===== config.mk =====
export PLATFORM = sky130hd
export DESIGN_NAME = bpe_pretoken_splitter_top
export DESIGN_NICKNAME = d
export VERILOG_FILES = /design/src/rtl/bps_pkg.sv /design/src/rtl/bpe_pretoken_splitter_top.sv /design/src/rtl/bps_step.sv /design/src/rtl/bps_out_queue.sv
export SDC_FILE = /design/constraint.sdc
export NUM_CORES = 1
export LEC_CHECK = 0
export BUFFER_PORTS_ARGS = -buffer_cell sky130_fd_sc_hd__buf_2
export CELL_PAD_IN_SITES_DETAIL_PLACEMENT = 1
export CELL_PAD_IN_SITES_GLOBAL_PLACEMENT = 1
export CORE_UTILIZATION = 47
export CTS_CLUSTER_DIAMETER = 150
export CTS_CLUSTER_SIZE = 40
export DETAILED_ROUTE_END_ITERATION = 8
export GPL_ROUTABILITY_DRIVEN = 0
export PLACE_DENSITY_LB_ADDON = 0.1
export SYNTH_ARGS = -nofsm -noshare
export SYNTH_HDL_FRONTEND = slang
export SYNTH_SLANG_ARGS = --single-unit

===== constraint.sdc =====
create_clock -name clk -period 5.5 [get_ports clk]
set_clock_uncertainty 0.15 [all_clocks]
set_input_delay 0.275 -clock clk [delete_from_list [all_inputs] [get_ports clk]]
set_output_delay 0.275 -clock clk [all_outputs]
set_load 0.01 [all_outputs]

===== src/rtl/bps_pkg.sv =====
// Shared types, character constants and byte classification for the pre-token splitter.
package bps_pkg;

  typedef enum logic [2:0] {
    CLS_IDLE    = 3'd0,
    CLS_NLRUN   = 3'd1,
    CLS_SPACE1  = 3'd2,
    CLS_LETTER  = 3'd3,
    CLS_PUNCT   = 3'd4,
    CLS_PUNCTNL = 3'd5,
    CLS_WSRUN   = 3'd6,
    CLS_APOS    = 3'd7
  } cls_t;

  localparam logic [7:0] CH_APOS   = 8'h27;
  localparam logic [7:0] CH_SPACE  = 8'h20;
  localparam logic [7:0] CH_LF     = 8'h0A;
  localparam logic [7:0] CH_CR     = 8'h0D;
  localparam logic [7:0] CH_TAB    = 8'h09;
  localparam logic [7:0] CH_HIGH   = 8'h80;
  localparam logic [7:0] CH_LC_A   = 8'h61;
  localparam logic [7:0] CH_LC_Z   = 8'h7A;
  localparam logic [7:0] CH_UC_A   = 8'h41;
  localparam logic [7:0] CH_UC_Z   = 8'h5A;
  localparam logic [7:0] CH_ZERO   = 8'h30;
  localparam logic [7:0] CH_NINE   = 8'h39;
  localparam logic [7:0] CH_S      = 8'h73;
  localparam logic [7:0] CH_T      = 8'h74;
  localparam logic [7:0] CH_M      = 8'h6D;
  localparam logic [7:0] CH_D      = 8'h64;
  localparam logic [7:0] CH_R      = 8'h72;
  localparam logic [7:0] CH_V      = 8'h76;
  localparam logic [7:0] CH_L      = 8'h6C;
  localparam logic [7:0] CH_E      = 8'h65;
  localparam logic [7:0] CASE_BIT  = 8'h20;

  // One released byte.
  typedef struct packed {
    logic [7:0] data;
    logic       start;
    logic       last;
  } ent_t;

  // Splitter state carried between bytes.
  typedef struct packed {
    cls_t       cls;
    logic [7:0] la0;
    logic [7:0] la1;
    logic [1:0] cnt;
  } st_t;

  // Outcome of one byte against an open run (no apostrophe lookahead pending).
  typedef struct packed {
    logic emit;
    logic start;
    cls_t cls;
    logic hold;
  } take_t;

  function automatic logic byte_alpha(input logic [7:0] b);
    return (b >= CH_LC_A && b <= CH_LC_Z) || (b >= CH_UC_A && b <= CH_UC_Z) || (b >= CH_HIGH);
  endfunction

  function automatic logic byte_num(input logic [7:0] b);
    return b >= CH_ZERO && b <= CH_NINE;
  endfunction

  function automatic logic byte_eol(input logic [7:0] b);
    return b == CH_LF || b == CH_CR;
  endfunction

  function automatic logic byte_ws(input logic [7:0] b);
    return b == CH_SPACE || (b >= CH_TAB && b <= CH_CR);
  endfunction

  function automatic logic byte_punct(input logic [7:0] b);
    return !byte_ws(b) && !byte_alpha(b) && !byte_num(b);
  endfunction

  function automatic logic [7:0] to_lower(input logic [7:0] b);
    return (b >= CH_UC_A && b <= CH_UC_Z) ? (b | CASE_BIT) : b;
  endfunction

  // Extend the open run with b, open a new pre-token at b, or hold b if it is an apostrophe at a boundary.
  function automatic take_t take_plain(input cls_t cls, input logic [7:0] b);
    take_t t;
    logic  ext;
    t     = '{emit: 1'b0, start: 1'b0, cls: cls, hold: 1'b0};
    ext   = 1'b0;
    case (cls)
      CLS_NLRUN: begin
        ext = byte_ws(b);
      end
      CLS_SPACE1: begin
        if (byte_alpha(b)) begin
          ext   = 1'b1;
          t.cls = CLS_LETTER;
        end else if (byte_punct(b)) begin
          ext   = 1'b1;
          t.cls = CLS_PUNCT;
        end
      end
      CLS_LETTER: begin
        ext = byte_alpha(b);
      end
      CLS_PUNCT: begin
        if (byte_punct(b)) begin
          ext = 1'b1;
        end else if (byte_eol(b)) begin
          ext   = 1'b1;
          t.cls = CLS_PUNCTNL;
        end
      end
      CLS_PUNCTNL: begin
        ext = byte_eol(b);
      end
      CLS_WSRUN: begin
        ext = byte_ws(b) && !byte_eol(b);
      end
      default: begin
        ext = 1'b0;
      end
    endcase
    if (ext) begin
      t.emit = 1'b1;
    end else if (b == CH_APOS) begin
      t.hold = 1'b1;
      t.cls  = CLS_APOS;
    end else begin
      t.emit  = 1'b1;
      t.start = 1'b1;
      if (byte_eol(b))         t.cls = CLS_NLRUN;
      else if (b == CH_SPACE)  t.cls = CLS_SPACE1;
      else if (byte_alpha(b))  t.cls = CLS_LETTER;
      else if (byte_num(b))    t.cls = CLS_IDLE;
      else if (byte_ws(b))     t.cls = CLS_WSRUN;
      else                     t.cls = CLS_PUNCT;
    end
    return t;
  endfunction

endpackage


===== src/rtl/bpe_pretoken_splitter_top.sv =====
// Top level of the streaming pre-token splitter.
//
// Input channel in_*: one text byte per transfer, in_tdata = data_byte,
// in_tlast = end_of_text (final byte of the text).
// Output channel out_*: bytes in original order, one per transfer,
// out_tdata = out_byte, out_tuser = token_start, out_tlast = text_last.
// An input byte is first captured in an input register; when the result
// queue can take it, the split logic runs on it and loads 0 to 3 released
// bytes into the queue, which registers them; out_tvalid rises once the
// queue holds a byte.
// Throughput is one byte per cycle while the receiver accepts every transfer;
// a byte that releases several bytes holds up the input until they drain,
// since the result queue drains one entry per transfer and is reloaded only as its last entry leaves.
// An apostrophe at a token boundary is held until one or two later bytes
// decide a contraction, so output can lag input by up to two bytes; the end
// of text flushes everything and returns the splitter to idle.
// Reset (rst_n low, synchronous) empties the input register and the queue
// and puts the splitter in the idle state. When the receiver stalls, the
// queue holds its bytes and in_tready drops once the input register is full.
module bpe_pretoken_splitter_top (
  input  logic       clk,
  input  logic       rst_n,
  input  logic       in_tvalid,
  output logic       in_tready,
  input  logic [7:0] in_tdata,   // [7:0] data_byte
  input  logic       in_tlast,   // end_of_text
  output logic       out_tvalid,
  input  logic       out_tready,
  output logic [7:0] out_tdata,  // [7:0] out_byte
  output logic       out_tuser,  // [0] token_start
  output logic       out_tlast   // text_last
);

  logic                in_v_r;
  logic [7:0]          in_byte_r;
  logic                in_last_r;
  bps_pkg::st_t        st_r, st_nxt;
  bps_pkg::ent_t [2:0] ents;
  logic [1:0]          n_ents;
  logic                can_load;
  logic                advance;

  // the held byte moves into the split stage only when the queue can take it
  assign advance   = in_v_r && can_load;
  assign in_tready = !in_v_r || advance;

  always_ff @(posedge clk) begin
    if (in_tvalid && in_tready) begin
      in_byte_r <= in_tdata;
      in_last_r <= in_tlast;
    end
    if (!rst_n) begin
      in_v_r <= 1'b0;
      st_r   <= '{cls: bps_pkg::CLS_IDLE, la0: 8'h00, la1: 8'h00, cnt: 2'd0};
    end else begin
      if (in_tready) in_v_r <= in_tvalid;
      if (advance)   st_r   <= st_nxt;
    end
  end

  bps_step u_step (
    .cur    (st_r),
    .data_b (in_byte_r),
    .eot    (in_last_r),
    .nxt    (st_nxt),
    .ents   (ents),
    .n_ents (n_ents)
  );

  bps_out_queue u_queue (
    .clk        (clk),
    .rst_n      (rst_n),
    .load       (advance),
    .ld_ents    (ents),
    .ld_cnt     (n_ents),
    .can_load   (can_load),
    .out_tvalid (out_tvalid),
    .out_tready (out_tready),
    .out_tdata  (out_tdata),
    .out_tuser  (out_tuser),
    .out_tlast  (out_tlast)
  );

  a_held_iff_apos: assert property (@(posedge clk) disable iff (!rst_n)
    (st_r.cnt != 2'd0) == (st_r.cls == bps_pkg::CLS_APOS))
    else $error("lookahead count out of step with run class");

  a_cnt_range: assert property (@(posedge clk) disable iff (!rst_n)
    st_r.cnt != 2'd3)
    else $error("lookahead count above two");

  a_eot_idle: assert property (@(posedge clk) disable iff (!rst_n)
    advance && in_last_r |=> st_r.cls == bps_pkg::CLS_IDLE && st_r.cnt == 2'd0)
    else $error("splitter not idle after end of text");

  a_eot_emits: assert property (@(posedge clk) disable iff (!rst_n)
    advance && in_last_r |-> n_ents != 2'd0)
    else $error("end of text released no byte");

endmodule


===== src/rtl/bps_step.sv =====
// Per-byte split logic: next state and up to three released bytes.
module bps_step (
  input  bps_pkg::st_t       cur,
  input  logic [7:0]         data_b,
  input  logic               eot,
  output bps_pkg::st_t       nxt,
  output bps_pkg::ent_t [2:0] ents,
  output logic [1:0]         n_ents
);

  bps_pkg::take_t t;
  bps_pkg::cls_t  tcls;
  logic           use_t;
  logic [7:0]     lb;
  logic [7:0]     want;

  assign lb   = bps_pkg::to_lower(data_b);
  assign want = (bps_pkg::to_lower(cur.la1) == bps_pkg::CH_L) ? bps_pkg::CH_L : bps_pkg::CH_E;
  // run the byte continues: open run, or the one left by a failed contraction
  assign tcls = (cur.cls != bps_pkg::CLS_APOS) ? cur.cls :
                (cur.cnt == 2'd1) ? bps_pkg::CLS_PUNCT : bps_pkg::CLS_LETTER;
  assign t    = bps_pkg::take_plain(tcls, data_b);

  always_comb begin
    ents   = '0;
    n_ents = 2'd0;
    nxt    = cur;
    use_t  = 1'b0;
    if (cur.cls == bps_pkg::CLS_APOS && cur.cnt == 2'd1) begin
      if (lb == bps_pkg::CH_S || lb == bps_pkg::CH_T || lb == bps_pkg::CH_M ||
          lb == bps_pkg::CH_D) begin
        ents[0] = '{data: cur.la0, start: 1'b1, last: 1'b0};
        ents[1] = '{data: data_b,  start: 1'b0, last: 1'b0};
        n_ents  = 2'd2;
        nxt.cnt = 2'd0;
        nxt.cls = bps_pkg::CLS_IDLE;
      end else if (lb == bps_pkg::CH_R || lb == bps_pkg::CH_V || lb == bps_pkg::CH_L) begin
        nxt.la1 = data_b;
        nxt.cnt = 2'd2;
      end else begin
        // not a contraction: apostrophe opens a punctuation run
        ents[0] = '{data: cur.la0, start: 1'b1, last: 1'b0};
        n_ents  = 2'd1;
        nxt.cnt = 2'd0;
        use_t   = 1'b1;
      end
    end else if (cur.cls == bps_pkg::CLS_APOS) begin
      if (lb == want) begin
        ents[0] = '{data: cur.la0, start: 1'b1, last: 1'b0};
        ents[1] = '{data: cur.la1, start: 1'b0, last: 1'b0};
        ents[2] = '{data: data_b,  start: 1'b0, last: 1'b0};
        n_ents  = 2'd3;
        nxt.cnt = 2'd0;
        nxt.cls = bps_pkg::CLS_IDLE;
      end else begin
        // held r/v/l opens a letter run
        ents[0] = '{data: cur.la0, start: 1'b1, last: 1'b0};
        ents[1] = '{data: cur.la1, start: 1'b1, last: 1'b0};
        n_ents  = 2'd2;
        nxt.cnt = 2'd0;
        use_t   = 1'b1;
      end
    end else begin
      use_t = 1'b1;
    end

    if (use_t) begin
      nxt.cls = t.cls;
      if (t.emit) begin
        ents[n_ents] = '{data: data_b, start: t.start, last: 1'b0};
        n_ents       = n_ents + 2'd1;
      end
      if (t.hold) begin
        nxt.la0 = data_b;
        nxt.cnt = 2'd1;
      end
    end

    // end of text: flush held bytes, each opens a pre-token
    if (eot) begin
      if (nxt.cnt != 2'd0) begin
        ents[n_ents] = '{data: nxt.la0, start: 1'b1, last: 1'b0};
        n_ents       = n_ents + 2'd1;
      end
      if (nxt.cnt == 2'd2) begin
        ents[n_ents] = '{data: nxt.la1, start: 1'b1, last: 1'b0};
        n_ents       = n_ents + 2'd1;
      end
      nxt.cnt = 2'd0;
      nxt.cls = bps_pkg::CLS_IDLE;
      if (n_ents != 2'd0) ents[n_ents - 2'd1].last = 1'b1;
    end
  end

endmodule


===== src/rtl/bps_out_queue.sv =====
// Result queue: loads up to three bytes at once, releases one per transfer.
module bps_out_queue (
  input  logic                clk,
  input  logic                rst_n,
  input  logic                load,
  input  bps_pkg::ent_t [2:0] ld_ents,
  input  logic [1:0]          ld_cnt,
  output logic                can_load,
  output logic                out_tvalid,
  input  logic                out_tready,
  output logic [7:0]          out_tdata,
  output logic                out_tuser,
  output logic                out_tlast
);

  bps_pkg::ent_t [2:0] q_r, q_nxt;
  logic [1:0]          cnt_r, cnt_nxt;
  logic                pop;

  assign out_tvalid = (cnt_r != 2'd0);
  assign pop        = out_tvalid && out_tready;
  assign can_load   = (cnt_r == 2'd0) || (cnt_r == 2'd1 && out_tready);
  assign out_tdata  = q_r[0].data;
  assign out_tuser  = q_r[0].start;
  assign out_tlast  = q_r[0].last;

  always_comb begin
    q_nxt   = q_r;
    cnt_nxt = cnt_r;
    if (load && can_load) begin
      q_nxt   = ld_ents;
      cnt_nxt = ld_cnt;
    end else if (pop) begin
      q_nxt[0] = q_r[1];
      q_nxt[1] = q_r[2];
      cnt_nxt  = cnt_r - 2'd1;
    end
  end

  always_ff @(posedge clk) begin
    q_r <= q_nxt;
    if (!rst_n) begin
      cnt_r <= 2'd0;
    end else begin
      cnt_r <= cnt_nxt;
    end
  end

  a_load_shows: assert property (@(posedge clk) disable iff (!rst_n)
    load && can_load && ld_cnt != 2'd0 |=> out_tvalid)
    else $error("queue loaded bytes but shows nothing");

endmodule


==> impl_metrics.env <==
export IMPL_status="complete, no violations"
export IMPL_seq_area_frac_synth_pct=38.7
export IMPL_diodes=0
export IMPL_grt_start_max_net_pins=34
export IMPL_synthAdderAreaFrac_pct=2.93
export IMPL_synth_compound_area_share_pct=28.1
export IMPL_path_max_fanout=9
export IMPL_tightest_slew_ns=1.00
export IMPL_grt_overflow_total=0
export IMPL_path_class="reg2reg"
export IMPL_syn_nets=524
export IMPL_final_nets=541
export IMPL_clock_sinks=63
export IMPL_hold_viol_final=0
export IMPL_grt_pass1_wl_um=22900
export IMPL_critical_path_endpoint_type="flip-flop"
export IMPL_p_per_area_nw_per_um2=270
export IMPL_path_clk_slew_ns=0.07
export IMPL_ant_nets=0
export IMPL_slew_limit_headroom_pct=32.6
export IMPL_crit_buf_inv=1
export IMPL_synth_edf_count=39
export IMPL_via_per_inst=6.65
export IMPL_io_pin_count=25
export IMPL_post_place_cells=605
export IMPL_die_area_um2=9460
export IMPL_yosysTopAreaCell="edfxtp_1"
export IMPL_post_drt_wl_per_cell_um=22.5
export IMPL_dr_pass1_iters=5
export IMPL_maxCapViolCount=0
export IMPL_start_util_pct=48.7
export IMPL_p_leak_uw=0.00169
export IMPL_yosysMostFrequentCell="nand2_1"
export IMPL_num_rows=34
export IMPL_fmax_ghz=0.199
export IMPL_crit_arrival_ns=4.94
export IMPL_crit_required_ns=5.41
export IMPL_via_count=4196
export IMPL_io_buffer_count=24
export IMPL_path_cells="or4_4, o22a_1, o21ai_1, nor3_1, o221a_2, ha_1, o21ai_1, ha_1, mux2i_1, inv_1, ha_1, and2_0, a21oi_1, o21ai_2, a221oi_1, a311oi_1"
export IMPL_design_core_area_um2=8760
export IMPL_numCtsBuffers=9
export IMPL_instances_no_fill=631
export IMPL_rsz0062_at_grt="no"
export IMPL_synthXorXnorAreaFrac_pct=0.205
export IMPL_synth_area_um2=4260
export IMPL_critPathLaunchType="flip-flop"
export IMPL_min_period_over_period_pct=91.4
export IMPL_ir_drop_v=0.000123
export IMPL_synth_top_family_by_area="compound AO/OA/AOI/OAI gates"
export IMPL_die_y_um=97.3
export IMPL_die_w_um=97.3
export IMPL_area_delta_synth_final_pct=10.9
export IMPL_max_clock_path_buffers=2
export IMPL_grtUsageTotal_pct=31.3
export IMPL_cpLargestDelayFamily="compound AO/OA/AOI/OAI gates"
export IMPL_synthFlopType="edfxtp_1"
export IMPL_min_delay_start="out_tready"
export IMPL_grt_pass1_vias=4231
export IMPL_ys_top_cells_by_area="edfxtp_1 27%, dfxtp_1 11%, nand2_1 4.9%"
export IMPL_synth_simple_gate_area_share_pct=22.0
export IMPL_path_common_cell="ha_1"
export IMPL_synthTopCellsByCount="56 x nand2_1, 55 x nor2_1, 39 x edfxtp_1"
export IMPL_ys_async_sr_fraction_pct=0
export IMPL_setup_slack_ns=0.473
export IMPL_layout_min_cycle_time_ns=5.03
export IMPL_muxShareOfSynthArea_pct=1.67
export IMPL_antenna_found_initial=0
export IMPL_htreeDepth=3
export IMPL_finalSetupTns_ns=0
export IMPL_insertion_delay_ns=0.36
export IMPL_setup_viol=0
export IMPL_drtIter0Drc=292
export IMPL_drive_gt1_share_pct=13.6
export IMPL_worstSetupStartpoint="in_byte_r[4]"
export IMPL_crit_path_max_incr_delay_ns=0.56
export IMPL_postRouteWirelength_um=14200
export IMPL_synth_top_area_share_pct=27.5
export IMPL_cts_setup_buffers=0
export IMPL_drv_slew=0
export IMPL_avgSynthCellArea_um2=8.51
export IMPL_yosys_cell_types_count=72
export IMPL_dp_hpwl_um=10200
export IMPL_yosys_warnings=0
export IMPL_route_detailed_drc=0
export IMPL_ys_ff_latch=63
export IMPL_place_ws_ns=0.574
export IMPL_netlist_instances=501
export IMPL_r2r_start="in_byte_r[4]"
export IMPL_cts_tree="built"
export IMPL_cts_root_buf="clkbuf_8"
export IMPL_cp_slowest_cell="or4_4"
export IMPL_hp_class="in2reg"
export IMPL_cts_resized=0
## layout by cell type, fill, tap and decap left out, drive strengths merged, types with 5 or more instances in the layout
cell,count
dlygate4sd3,10
inv,16
clkbuf,11
o21ai,39
nor2,55
nor2b,5
a22oi,6
o22ai,7
o211ai,9
nand2,56
a31oi,16
mux2i,6
and2,5
o31ai,10
and3,14
ha,10
nand2b,5
dfxtp,24
buf,36
nand3,15
edfxtp,39
a211oi,6
nor3,9
a21oi,30
a221oi,11
nor4,6
## tightest hold or removal path, cell delays in order
cell     delay, ns
buf_2         0.08
a21oi_1       0.08
a21oi_1       0.15
nor2_1        0.04
## path summary, 6_finish.rpt
path / endpoint / slack, ns / cells past startpoint
setup / recovery: u_queue.q_r[17] / 0.47 / 16
hold / removal: in_v_r / 0.18 / 4
setup reg to reg: u_queue.q_r[17] / 0.47 / 16
hold reg to reg: st_r[7] / 0.35 / 2
## power breakdown
part           internal, uW  switching [uW]  total, uW
registers               564            29.4        593
logic                  81.6             145        226
clock network           268             191        459
total                   913             366       1280
## final cells by class
| type | instances | area (um2) |
|---|---|---|
| flip-flops and latches | 63 | 1650 |
| multi-input cells | 380 | 2340 |
| clock buffers | 11 | 141 |
| clock inverters | 5 | 81.3 |
| well taps | 108 | 135 |
| fillers | 1069 | 4040 |
| inverters | 18 | 67.6 |
| repair buffers | 46 | 310 |
## kinds of logic after synthesis
kind of cell	count (synthesis)
AND/OR/NAND/NOR	190
AO/OA/AOI/OAI	172
flip-flops	63
buffers and inverters	58
adder cells (fa/ha/maj)	10
multiplexers	7
XOR/XNOR	1
## registers in the layout, summed over array words and instances, names as in the netlist
name and cells:
in_byte_r 8, in_last_r 1, in_v_r 1, st_r 21
u_queue.cnt_r 2, u_queue.out_tdata 8, u_queue.out_tlast 1, u_queue.out_tuser 1
u_queue.q_r 20
## stage by stage
| stage | utilization [%] | power (uW) | area [um2] | hold slack [ns] |
|---|---|---|---|---|
| final | 54.0 | 1280 | 4730 | 0.179 |
| after global placement | 50.3 | 816 | 4410 | 0.302 |
| after floorplan | - | 761 | 4260 | 0.224 |
| after detailed placement | 50.3 | 822 | 4410 | 0.304 |
| after CTS | 54.0 | 1280 | 4730 | 0.169 |
| after global routing | 54.0 | 1340 | 4730 | 0.176 |
## routing by layer
metal	track usage, %	share of wire (%)	up-vias
li1	-	-	1924
met1	40.7	42	2042
met2	51.5	48	183
met3	5.40	6.0	47
met4	13.1	3.7	0
met5	0	0	-
## what timing repair did
| action | 4_1_cts | 5_1_grt |
|---|---|---|
| endpoints found under the hold margin | 10 | 0 |
| setup endpoints to repair | 0 | 0 |
| hold buffers | 10 | 0 |
Note: power is estimated with default switching activity, not from simulation.
